<file path="config.mk">
export PLATFORM = sky130hd
export DESIGN_NAME = imu_tilt_front
export DESIGN_NICKNAME = d
export VERILOG_FILES = /design/src/hw/rtl/imu_tilt_pkg.sv /design/src/hw/rtl/imu_tilt_front.sv
export SDC_FILE = /design/constraint.sdc
export NUM_CORES = 1
export LEC_CHECK = 0
export BUFFER_PORTS_ARGS = -buffer_cell sky130_fd_sc_hd__buf_2
export CAP_MARGIN = 20
export CORE_UTILIZATION = 45
export DETAILED_ROUTE_END_ITERATION = 16
export HOLD_SLACK_MARGIN = 0.08
export PLACE_DENSITY = 0.74
export SLEW_MARGIN = 25
export SYNTH_ARGS = -nofsm -noshare
export SYNTH_HDL_FRONTEND = slang
export SYNTH_SLANG_ARGS = --single-unit
export TNS_END_PERCENT = 1
</file>
<file path="constraint.sdc">
create_clock -name clk_i -period 6.6 [get_ports clk_i]
set_input_delay 0.66 -clock clk_i [delete_from_list [all_inputs] [get_ports clk_i]]
set_output_delay 0.66 -clock clk_i [all_outputs]
set_load 0.02 [all_outputs]
</file>
<file path="src/hw/rtl/imu_tilt_pkg.sv">
package imu_tilt_pkg;

  localparam int unsigned CordicIterDefault = 16;
  localparam int unsigned AtanTableLen = 24;
  localparam int unsigned InDataW = 144;
  localparam int unsigned OutDataW = 80;
  localparam logic [15:0] AlphaReset = 16'd62915;
  localparam logic [15:0] MaxDtReset = 16'd1000;

  typedef enum logic [0:0] {
    CFG_ALPHA = 1'b0,
    CFG_MAX_DT = 1'b1
  } cfg_idx_e;

  typedef enum logic [3:0] {
    ST_IDLE,
    ST_MAG_SETUP,
    ST_SQRT,
    ST_CORDIC,
    ST_ANGLE,
    ST_GYRO_MUL,
    ST_GYRO_DIV,
    ST_GYRO_ADD,
    ST_BLEND_MUL,
    ST_BLEND_ADD,
    ST_DONE
  } exec_state_e;

  typedef struct packed {
    logic [31:0] time_ms;
    logic signed [15:0] accel_x;
    logic signed [15:0] accel_y;
    logic signed [15:0] accel_z;
    logic signed [18:0] rate_x;
    logic signed [18:0] rate_y;
    logic signed [18:0] rate_z;
  } sample_t;

  // queue entry: sample plus capped dt worked out in front
  typedef struct packed {
    sample_t smp;
    logic [15:0] dt;
  } job_t;

  typedef struct packed {
    logic signed [15:0] roll_angle;
    logic signed [15:0] pitch_angle;
    logic signed [15:0] roll_gyro_est;
    logic signed [15:0] pitch_gyro_est;
    logic signed [15:0] yaw_gyro_est;
  } result_t;

  function automatic logic signed [35:0] atan_entry(input logic [4:0] idx);
    logic signed [35:0] v;
    case (idx)
      5'd0: v = 36'sd294912000;
      5'd1: v = 36'sd174096719;
      5'd2: v = 36'sd91987925;
      5'd3: v = 36'sd46694507;
      5'd4: v = 36'sd23437865;
      5'd5: v = 36'sd11730358;
      5'd6: v = 36'sd5866610;
      5'd7: v = 36'sd2933484;
      5'd8: v = 36'sd1466765;
      5'd9: v = 36'sd733385;
      5'd10: v = 36'sd366693;
      5'd11: v = 36'sd183346;
      5'd12: v = 36'sd91673;
      5'd13: v = 36'sd45837;
      5'd14: v = 36'sd22918;
      5'd15: v = 36'sd11459;
      5'd16: v = 36'sd5730;
      5'd17: v = 36'sd2865;
      5'd18: v = 36'sd1432;
      5'd19: v = 36'sd716;
      5'd20: v = 36'sd358;
      5'd21: v = 36'sd179;
      5'd22: v = 36'sd90;
      5'd23: v = 36'sd45;
      default: v = '0;
    endcase
    return v;
  endfunction

endpackage

</file>
<file path="src/hw/rtl/imu_tilt_front.sv">
module imu_tilt_front import imu_tilt_pkg::*; (
  input  logic        clk_i,
  input  logic        rst_ni,
  input  logic        in_valid_i,
  output logic        in_ready_o,
  input  sample_t     in_smp_i,
  input  logic [15:0] max_dt_i,
  output logic        job_valid_o,
  input  logic        job_ready_i,
  output job_t        job_o
);

  // one-entry queue holding a sample and its capped dt
  logic        full_q, full_d;
  job_t        job_q;
  logic [31:0] prev_time_q;
  logic [31:0] diff;
  logic        take;

  assign in_ready_o  = !full_q;
  assign take        = in_valid_i && in_ready_o;
  assign diff        = in_smp_i.time_ms - prev_time_q;
  assign job_valid_o = full_q;
  assign job_o       = job_q;

  always_comb begin
    full_d = full_q;
    if (job_ready_i && full_q) full_d = 1'b0;
    if (take) full_d = 1'b1;
  end

  always_ff @(posedge clk_i or negedge rst_ni) begin
    if (!rst_ni) begin
      full_q      <= 1'b0;
      prev_time_q <= '0;
    end else begin
      full_q <= full_d;
      if (take) prev_time_q <= in_smp_i.time_ms;
    end
  end

  always_ff @(posedge clk_i) begin
    if (take) begin
      job_q.smp <= in_smp_i;
      job_q.dt  <= (diff > {16'd0, max_dt_i}) ? max_dt_i : diff[15:0];
    end
  end

endmodule

</file>
==> results.md, run 1 <==
* CTS tree: done
* Switch Pwr at 1.111 mW
* Clock sinks at 186
* Delay of the slowest critical-path stage at 0.57 ns
* Synth Register Bits at 186
* P_int at 2.266 mW
* Post-route ant nets at 0
* Die height at 137.5 um
* RSZ-0062 raised after global routing: false
* CP delay by family, top: simple AND/OR/NAND/NOR gates
* Final std cells w/o fill at 1180
* Critical path depth at 19
* Worst-path fanout max at 16
* CP bufs+invs at 3
* Clock buffer depth at 2
* Post-CTS setup buffer count at 0
* Worst-Margin Slew at 0.9200 ns
* Layout cell share with drive strength beyond 1 at 39.03%
* Max Cap Viol at 0
* Reg2reg start: prev_time_q[4]
* Tmin final at 4.938 ns
* Worst Hold Class: primary input to async pin
* Distinct cells, synth at 58
* Die footprint at 18920 um2
* DR DRC count at 0
* Setup_tns at 0 ns
* Port-buffer cells at 311
* CTS H-Tree Depth at 4
* Final setup viols at 0
* Clock latency on the worst-skew pair at 0.43 ns
* Combinational power share at 27.4%
* Setup CP Type: primary input to flop
* Synthesized area at 8268 um2
* WP data required at 6.78 ns
* Post_cts resized at 0
* CP Launch Type: primary input
* Final Max Slew Viols at 0
* Sequential power share at 42.3%
* Crit path cell chain: buf_2, inv_1, ha_1, fa_1, and2b_1, o2111ai_1, nand2_1, a21oi_1, o21ai_0, xor2_1, ha_1, nand4_1, or4_1, a21oi_1, and4_1, nand4_1, nor4_4, buf_4, mux2_2
* Pwr Density at 315.7 nW/um2
* Root buffer cell: clkbuf_16
* Peak VDD IR at 191.4 uV
* Clock Power Share at 30.3%
* Pin count of the biggest net entering global routing at 90
* CP Capture Point: job_o[3]
* Die X at 137.5 um
* I/O Pins at 312
* Worst setup EP type: flop
* Sw Share at 32.90%
* Area Growth Syn to Fin at 29.36%
* Vias per inst at 5.086
* Crit path arrival time at 5.12 ns
* All-Layer GR Usage at 22.03%
* Avg Cell Area, Syn at 13.42 um2
* Fmax at 202.5 MHz
* Outcome: complete, no violations
* CTS buffer count at 17
* # nets final at 1140
* Starting DRC count in detailed routing at 302
* Hold Buf Count CTS at 0
* Routed WL per cell at 17.86 um
* Share of async-settable or async-resettable flops after synthesis at 17.74%
* Final hold vios at 0
* Most used flip-flop cell after synthesis: edfxtp_1
* Pre-antenna DRT Iters at 6
* Initial antenna violation count at 2
* Worst r2r dst: job_o[3]
* Synth Instances at 616
* Worst-path clk slew at 0.07 ns
* Slowest cell on crit path: or4_1
* Final wirelength at 21080 um
* Vias in the first global route at 5798
* Detailed Place HPWL at 16300 um
* R2r setup slk at 1.68 ns
* Setup Skew at 0.007425 ns
* CP startpoint: in_smp_i[105]
* Initial core utilization at 46.03%
* First-pass GRT wire length at 30530 um
* Area of the core at 17960 um2
* Std cell rows at 49
* Via count at 6002
* Post-synthesis sequential area ratio at 65.56%
* Total grt overflow at 0
* Syn nets at 821
* Synthesis Warnings at 0
* FF-to-FF path depth at 22
* DP Cell Count at 1145
* Leak at 4.706 nW
* Relative slew slack at 38.66%
* Final worst-path cycle share at 74.82%
* Routability cong. at 0.8717
* Post-synth EDFFs at 153
## cells in the final DEF, fill, tap and decap left out, types with 2 or more instances in the layout
master / n
ha_1: 47
a21o_1: 11
buf_4: 4
nor2_1: 16
a31oi_1: 4
mux2_4: 8
clkbuf_16: 17
xnor2_1: 17
dfrtp_1: 33
nand4_1: 15
nor2b_1: 5
o31ai_1: 2
buf_2: 311
nor3_1: 6
clkinv_8: 6
mux2i_1: 2
o21bai_1: 5
o21a_1: 7
and3_1: 2
o2111ai_1: 2
xor2_1: 10
mux2_2: 8
nand3_1: 4
a21oi_1: 39
o21ai_1: 3
nand2_1: 59
o211ai_1: 2
and4_1: 2
edfxtp_1: 153
o21ai_0: 48
inv_6: 5
nand3b_1: 3
inv_1: 58
and2_1: 2
diode_2: 3
a21boi_0: 2
## metal layers
| layer | part of all wire (%) | vias up | track usage [%] |
|---|---|---|---|
| met2 | 53 | 230 | 40.40 |
| li1 | - | 2906 | - |
| met5 | 0 | - | 0 |
| met1 | 37 | 2846 | 25.04 |
| met3 | 8.1 | 20 | 5.335 |
| met4 | 1.5 | 0 | 6.777 |
## cell usage after synthesis (all sizes together), types with 3 or more instances
cell type  count  area, um2
a21boi         3      22.52
a21o          12      91.34
a21oi         39      195.2
a31oi          4      25.02
buf            4      26.27
clkbuf        11      41.29
dfrtp         33      825.8
edfxtp       153       4594
ha            47      588.1
inv           58      217.7
mux2          16      210.2
nand2         59      221.5
nand3          5      37.54
nand3b         3      22.52
nand4         15      93.84
nor2          16      60.06
nor2b          6      37.54
nor3           6      30.03
o21a           7      52.55
o21ai         51      255.2
o21bai         5      37.54
xnor2         17      148.9
xor2          10      87.58
## cell families after synthesis
kind of cell	share of synthesized area, %
simple gates	7.491
xor+xnor	2.860
flops	65.56
compound gates	10.50
mux	2.785
fa+ha+maj	7.355
buf+inv	3.450
## through the flow
| stage | hold slack, ns | util, % | area [um2] | power (mW) | setup slack [ns] |
|---|---|---|---|---|---|
| after floorplan | 0.3644 | - | 8268 | 2.113 | 0.6645 |
| after global placement | 0.5012 | 56.12 | 10080 | 2.353 | 1.393 |
| after detailed placement | 0.5084 | 56.12 | 10080 | 2.372 | 1.221 |
| after CTS | 0.3280 | 59.50 | 10690 | 3.396 | 1.678 |
| after global routing | 0.3577 | 59.52 | 10690 | 3.555 | 1.281 |
| final | 0.3091 | 59.54 | 10700 | 3.377 | 1.662 |
## state kept, by name (all words and copies together) (netlist names)
| register | count |
|---|---|
| prev_time_q | 32 |
| job_valid_o | 1 |
| job_o | 153 |
## power by group through the flow
stage	clock, mW	combinational [mW]	sequential, mW
2_1_floorplan	0	0.560	1.55
4_1_cts	1.05	0.923	1.43
5_1_grt	1.09	1.02	1.44
3_3_place_gp	0	0.904	1.45
6_report	1.02	0.925	1.43
3_5_place_dp	0	0.919	1.45
## final cells by class
class / instances / area, um2
Sequential cell: 186 / 5420
Timing Repair Buffer: 315 / 1587
Multi-Input combinational cell: 357 / 2570
Clock buffer: 18 / 429.2
Clock inverter: 14 / 177.7
Fill cell: 1468 / 7268
Tap cell: 229 / 286.5
Inverter: 58 / 217.7
Antenna cell: 3 / 7.507
## how the worst min path moves through the flow
stage	startpoint	endpoint	slack (ns)	cells past startpoint
6_report	rst_ni	prev_time_q[22]	0.31	1
5_1_grt	rst_ni	prev_time_q[10]	0.36	1
4_1_cts	rst_ni	prev_time_q[12]	0.33	1
3_5_place_dp	prev_time_q[0]	prev_time_q[0]	0.51	1
3_3_place_gp	prev_time_q[0]	prev_time_q[0]	0.50	1
2_1_floorplan	rst_ni	job_valid_o	0.36	0
Power figures use the tool's default switching activity.
==> run 2: changes to the inputs <==
- ABC_AREA: unset -> 1
- PLACE_DENSITY: 0.74 -> 0.76
- clock period: 6.6 -> 4 ns (I/O delays scaled with it)
==> results.md, run 2 <==
* Std cell rows at 51 (was 49)
* Syn nets at 1158 (was 821)
* Die X at 144.3 um (was 137.5 um)
* Tmin final at 3.537 ns
* Post-route design area at 11590 um2 (was 10700 um2)
* Worst-Margin Slew at 0.7731 ns (was 0.9200 ns)
* Max Cap Viol at 0 (unchanged)
* Layout cell share with drive strength beyond 1 at 28.99% (was 39.03%)
* Slowest cell on crit path: fa_1 (was or4_1)
* Leak at 5.916 nW (was 4.706 nW)
* Routability cong. at 0.9010 (was 0.8717)
* Clock buffer depth at 2 (unchanged)
* Most common cell after layout, fill and taps aside: nand2_1 (was buf_2)
* Post-synthesis sequential area ratio at 59.51% (was 65.56%)
* Synth Register Bits at 186 (unchanged)
* Top post-synthesis cells by count: 324 x nand2_1, 170 x inv_1, 153 x edfxtp_1 (was 153 x edfxtp_1, 59 x nand2_1, 58 x inv_1)
* I/O Pins at 312 (unchanged)
* Delay of the slowest critical-path stage at 0.40 ns (was 0.57 ns)
* Initial antenna violation count at 2 (unchanged)
* CTS tree: done (unchanged)
* Die height at 144.3 um (was 137.5 um)
* WP data required at 4.30 ns (was 6.78 ns)
* Routed WL per cell at 15.74 um (was 17.86 um)
* DP Area at 10980 um2 (was 10080 um2)
* Root buffer cell: clkbuf_16 (unchanged)
* Die footprint at 20810 um2 (was 18920 um2)
* CTS buffer count at 17 (unchanged)
* Place WS at 0.2092 ns (was 1.221 ns)
* Worst setup EP type: flop (unchanged)
* Synth Instances at 953 (was 616)
* Crit path arrival time at 3.84 ns (was 5.12 ns)
* Setup_tns at 0 ns (unchanged)
* Area of the core at 19650 um2 (was 17960 um2)
* Synthesized area at 9107 um2 (was 8268 um2)
* Fill count at 1785 (was 1468)
* Outcome: complete, no violations (unchanged)
* Final worst-path cycle share at 88.42%
* Pin count of the biggest net entering global routing at 127 (was 90)
* Via count at 7346 (was 6002)
* Clock sinks at 186 (unchanged)
* Top-area cell type share of the netlist area at 50.45% (was 55.57%)
* Area Growth Syn to Fin at 27.22% (was 29.36%)
* Fmax at 282.7 MHz
* Worst-path fanout max at 14 (was 16)
* Starting DRC count in detailed routing at 416 (was 302)
* Crit path cell chain: ha_1, fa_1, inv_1, nand3_1, nand3_1, xor2_1, ha_1, nand2_1, inv_1, o21ai_0, a21oi_1, nor2_1, nand2_1, nand2_1, nand3_1, nor2_1, nand2_2, nor2_8, buf_4, nand3_1, nand2_1 (was buf_2, inv_1, ha_1, fa_1, and2b_1, o2111ai_1, nand2_1, a21oi_1, o21ai_0, xor2_1, ha_1, nand4_1, or4_1, a21oi_1, and4_1, nand4_1, nor4_4, buf_4, mux2_2)
* Relative slew slack at 48.46% (was 38.66%)
* # nets final at 1483 (was 1140)
* Final Max Slew Viols at 0 (unchanged)
* Pre-antenna DRT Iters at 5 (was 6)
* Post_cts resized at 0 (unchanged)
* Finished Core Util at 58.95% (was 59.54%)
* Initial core utilization at 46.34% (was 46.03%)
* DR DRC count at 0 (unchanged)
* Worst-path clk slew at 0.08 ns (was 0.07 ns)
* Tot Pwr at 5.767 mW (was 3.377 mW)
* Share of async-settable or async-resettable flops after synthesis at 17.74% (unchanged)
* Most used flip-flop cell after synthesis: edfxtp_1 (unchanged)
* Top cells by area, synth: edfxtp_1 50%, nand2_1 13%, dfrtp_1 9.1% (was edfxtp_1 56%, dfrtp_1 10%, ha_1 7.1%)
* Final hold vios at 0 (unchanged)
* Port-buffer cells at 311 (unchanged)
* Post-route worst setup slack at 0.4631 ns (was 1.662 ns)
* Vias per inst at 4.721 (was 5.086)
* Distinct cells, synth at 32 (was 58)
* RSZ-0062 raised after global routing: false (unchanged)
* Vias in the first global route at 6901 (was 5798)
* Area leader, netlist: edfxtp_1 (unchanged)
* Detailed Place HPWL at 19770 um (was 16300 um)
* CTS H-Tree Depth at 4 (unchanged)
* Setup Skew at 0.009993 ns (was 0.007425 ns)
* Most frequent cell after synthesis: nand2_1 (was edfxtp_1)
* Worst Hold Class: primary input to flop (was primary input to async pin)
* First-pass GRT wire length at 36560 um (was 30530 um)
* Clock latency on the worst-skew pair at 0.43 ns (about the same)
* Setup CP Type: flop to flop (was primary input to flop)
* Final wirelength at 24500 um (was 21080 um)
* Commonest cells after routing, fill and taps aside: 324 x nand2_1, 311 x buf_2, 170 x inv_1, 153 x edfxtp_1, 49 x nor2_1 (was 311 x buf_2, 153 x edfxtp_1, 59 x nand2_1, 58 x inv_1, 48 x o21ai_0)
* Avg Cell Area, Syn at 9.557 um2 (was 13.42 um2)
* All-Layer GR Usage at 23.78% (was 22.03%)
* Total grt overflow at 0 (unchanged)
* CP Launch Type: flop (was primary input)
* Peak VDD IR at 263.9 uV (was 191.4 uV)
* Max reg flops at 153 (unchanged)
* Final setup viols at 0 (unchanged)
* Post-route ant nets at 0 (unchanged)
* Pwr Density at 497.7 nW/um2 (was 315.7 nW/um2)
* Synthesis Warnings at 0 (unchanged)
* Post-synth EDFFs at 153 (unchanged)
-- run 2: layout make-up --
type | instances | area, um2 | share of cell area (%)
multi-input combinational | 578 | 2963 | 25.57
timing repair buffer | 315 | 1602 | 13.82
clock buffer | 17 | 425.4 | 3.672
inverter | 180 | 683.2 | 5.896
antenna | 1 | 2.502 | 0.02160
sequential | 186 | 5420 | 46.78
tap | 265 | 331.6 | 2.862
clock inverter | 14 | 158.9 | 1.371
-- run 2: path summary, 6_finish.rpt --
path                                 startpoint         endpoint  slack [ns]  cells past startpoint
worst max-delay path             prev_time_q[0]         job_o[9]        0.46                     21
worst min-delay path               in_smp_i[25]        job_o[41]        0.13                      1
worst max register to register   prev_time_q[0]         job_o[9]        0.46                     21
worst min register to register  prev_time_q[31]  prev_time_q[31]        0.51                      2
max in group asynchronous                rst_ni  prev_time_q[12]        2.93                      2
min in group asynchronous                rst_ni  prev_time_q[30]        0.57                      2
-- run 2: kinds of logic (layout without fill, tap and decap cells) --
logic type	Yosys count	in the layout	share of synthesized area, %
other	0	1	0
buffers and inverters	189	526	7.954
and+or+nand+nor	454	454	20.94
adders and majority gates	48	48	6.677
DFF	186	186	59.51
AOI/OAI and AO/OA	61	61	3.476
xor gates and xnor gates	15	15	1.443
-- run 2: where the power goes --
part	internal, mW	leakage [nW]	switching [mW]	total [mW]
clock	0.833	0.274	0.812	1.64
sequential	2.31	1.85	0.0450	2.35
combinational	0.581	3.79	1.19	1.77
total	3.72	5.92	2.05	5.77
-- run 2: metrics by stage --
step / cells / hold WS (ns)
6_report: 1556 / 0.1338
5_1_grt: 1556 / 0.1134
4_1_cts: 1554 / 0.1207
3_5_place_dp: 1522 / 0.4864
3_3_place_gp: 1522 / 0.4773
2_1_floorplan: 953 / 0.1044
-- run 2: metal layers --
layer / track usage, % / up-vias / routed length [um]
met5: 0 / - / 17
met4: 7.424 / 2 / 505
met3: 5.629 / 36 / 1711
met2: 43.27 / 247 / 12580
met1: 27.48 / 3358 / 9683
li1: - / 3703 / -
-- run 2: repair_timing --
item                                   4_1_cts  5_1_grt
buffers inserted                             0        1
hold buffers                                 1        0
endpoints found under the hold margin       31        0
setup endpoints to repair                    0       16
-- run 2: worst max-delay path: cells and delay by family (launching register included) --
kind | cells | cell delay, ns
buffers and inverters | 3 | 0.35
AND/OR/NAND/NOR | 12 | 1.20
flip-flops | 1 | 0.39
adder cells (fa/ha/maj) | 3 | 0.93
AO/OA/AOI/OAI | 2 | 0.15
XOR/XNOR | 1 | 0.38
==> run 3: changes to the inputs <==
- SETUP_SLACK_MARGIN: unset -> 0.5
==> results.md, run 3 (synthesized netlist as in run 2, its figures left out) <==
* Pwr Density at 497.9 nW/um2 (was 497.7 nW/um2)
* Port-buffer cells at 311 (unchanged)
* Area of the multi-input gates at 3367 um2 (was 2963 um2)
* Final wirelength at 25250 um (was 24500 um)
* Peak VDD IR at 281.8 uV (was 263.9 uV)
* Setup_tns at 0 ns (unchanged)
* Die footprint at 20810 um2 (unchanged)
* DR WL met2 at 13190 um (was 12580 um)
* M1 WL at 9903 um (was 9683 um)
* Std cell rows at 51 (unchanged)
* Routability cong. at 0.9010 (unchanged)
* DR WL met3 at 1643 um (was 1711 um)
* Setup CP Type: flop to flop (unchanged)
* Initial core utilization at 46.34% (unchanged)
* Fmax at 300.7 MHz (was 282.7 MHz)
* Worst setup EP type: flop (unchanged)
* Crit path arrival time at 3.52 ns (was 3.84 ns)
* CTS buffer count at 17 (unchanged)
* Pin count of the biggest net entering global routing at 127 (unchanged)
* Tmin final at 3.326 ns (was 3.537 ns)
* Place WS at 0.2092 ns (unchanged)
* Final hold vios at 0 (unchanged)
* Total grt overflow at 0 (unchanged)
* CP Launch Type: flop (unchanged)
* Post-route ant nets at 0 (unchanged)
* First-pass GRT wire length at 36600 um (was 36560 um)
* Setup Skew at 0.01028 ns (was 0.009993 ns)
* Vias per inst at 4.744 (was 4.721)
* Initial antenna violation count at 2 (unchanged)
* Max reg flops at 153 (unchanged)
* Worst Hold Class: primary input to flop (unchanged)
* Post-route worst setup slack at 0.6742 ns (was 0.4631 ns)
* Leak at 5.990 nW (was 5.916 nW)
* Relative slew slack at 48.33% (was 48.46%)
* Detailed Place HPWL at 19770 um (unchanged)
* Worst-Margin Slew at 0.7750 ns (was 0.7731 ns)
* I/O Pins at 312 (unchanged)
* Final setup viols at 0 (unchanged)
* # nets final at 1488 (was 1483)
* Clock latency on the worst-skew pair at 0.44 ns (was 0.43 ns)
* CTS H-Tree Depth at 4 (unchanged)
* Area Growth Syn to Fin at 32.26% (was 27.22%)
* Outcome: complete, no violations (unchanged)
* Commonest cells after routing, fill and taps aside: 314 x nand2_1, 311 x buf_2, 168 x inv_1, 153 x edfxtp_1, 44 x nor2_1 (was 324 x nand2_1, 311 x buf_2, 170 x inv_1, 153 x edfxtp_1, 49 x nor2_1)
* Register Area at 5420 um2 (unchanged)
* WP data required at 4.19 ns (was 4.30 ns)
* Final worst-path cycle share at 83.15% (was 88.42%)
* All-Layer GR Usage at 23.81% (was 23.78%)
* Pre-antenna DRT Iters at 5 (unchanged)
* Root buffer cell: clkbuf_16 (unchanged)
* Clock buffer depth at 2 (unchanged)
* Finished Core Util at 61.29% (was 58.95%)
* RSZ-0062 raised after global routing: true (was false)
* Top Layer Used: met5 (unchanged)
* CTS tree: done (unchanged)
* Most common cell after layout, fill and taps aside: nand2_1 (unchanged)
* Vias in the first global route at 6902 (was 6901)
* Die height at 144.3 um (unchanged)
* Layout cell share with drive strength beyond 1 at 32.97% (was 28.99%)
* Via count at 7405 (was 7346)
* Routed WL per cell at 16.17 um (was 15.74 um)
* Max Cap Viol at 0 (unchanged)
* Worst-path fanout max at 8 (was 14)
* Worst-path clk slew at 0.08 ns (about the same)
* Fill count at 1733 (was 1785)
* Die X at 144.3 um (unchanged)
* Area of the core at 19650 um2 (unchanged)
* Clock sinks at 186 (unchanged)
* DR DRC count at 0 (unchanged)
* Final Max Slew Viols at 0 (unchanged)
* Starting DRC count in detailed routing at 432 (was 416)
[run 3: cell count changes in the layout (fill, tap and decap cells not counted), moves of 3 or more]
cell,delta
ha_1,-15
ha_4,+13
nand2_1,-10
xor2_1,-8
nand2_2,+5
nand2_4,+5
nand3_1,-5
nor2_1,-5
xor2_2,+5
nand3_2,+3
nor2_2,+3
xor2_4,+3
[run 3: worst paths after layout]
check | from | endpoint | slack, ns | depth (start not counted)
max in group asynchronous | rst_ni | prev_time_q[12] | 2.93 | 2
worst max register to register | prev_time_q[5] | job_o[2] | 0.67 | 23
worst min-delay path | in_smp_i[88] | job_o[104] | 0.13 | 1
worst min register to register | prev_time_q[31] | prev_time_q[31] | 0.51 | 2
worst max-delay path | prev_time_q[5] | job_o[2] | 0.67 | 23
min in group asynchronous | rst_ni | prev_time_q[30] | 0.57 | 2
[run 3: report_power, final]
part / internal (mW) / switching [mW]
Clock: 0.833 / 0.820
Combinational: 0.702 / 1.29
Sequential: 2.31 / 0.0459
Total: 3.84 / 2.16
[run 3: stage by stage]
step	area (um2)	hold WS (ns)	instances	power [mW]
floorplan	9109	0.1044	953	3.626
global placement	10980	0.4773	1522	4.136
detailed placement	10980	0.4864	1522	4.159
CTS	11610	0.1207	1555	5.820
global route	12050	0.1134	1561	6.351
finish	12050	0.1320	1561	5.997
[run 3: metal layers]
layer | track usage (%) | up-vias
met5 | 0 | -
met4 | 7.424 | 2
met3 | 5.629 | 36
met2 | 43.33 | 226
met1 | 27.54 | 3436
li1 | - | 3705
[run 3: area by class of cell]
cell class / count / share of cell area [%]
tap: 265 / 2.753
inverter: 180 / 5.672
clock inverter: 14 / 1.319
antenna: 1 / 0.02077
multi-input combinational: 579 / 27.95
timing repair buffer: 319 / 13.75
clock buffer: 17 / 3.532
sequential: 186 / 45.00
[run 3: repair_timing]
action                                  CTS  global route
buffers inserted                          1             3
pin swaps                                 1            19
hold buffers                              1             0
gates cloned                              0             2
endpoints found under the hold margin    31             0
endpoints found under the setup margin   16            16
gates resized for setup                   4            69
[run 3: worst max-delay path, cell delays in order, from the launching register on]
cell and delay [ns]:
dfrtp_1 0.37, inv_1 0.10, ha_4 0.23, nand2_2 0.13, inv_1 0.05, nand2_1 0.06, nand2_1 0.09, inv_2 0.09
nand2_4 0.08, nand2_1 0.08, nand2_2 0.08, xor2_1 0.18, ha_1 0.34, nand4_1 0.14, nor2_1 0.15, nand3_1 0.10
nand2_1 0.08, nand3_1 0.07, nor2_2 0.12, nand2_2 0.09, nor2_8 0.20, nand2_4 0.12, nand2_1 0.08, nand2_1 0.06
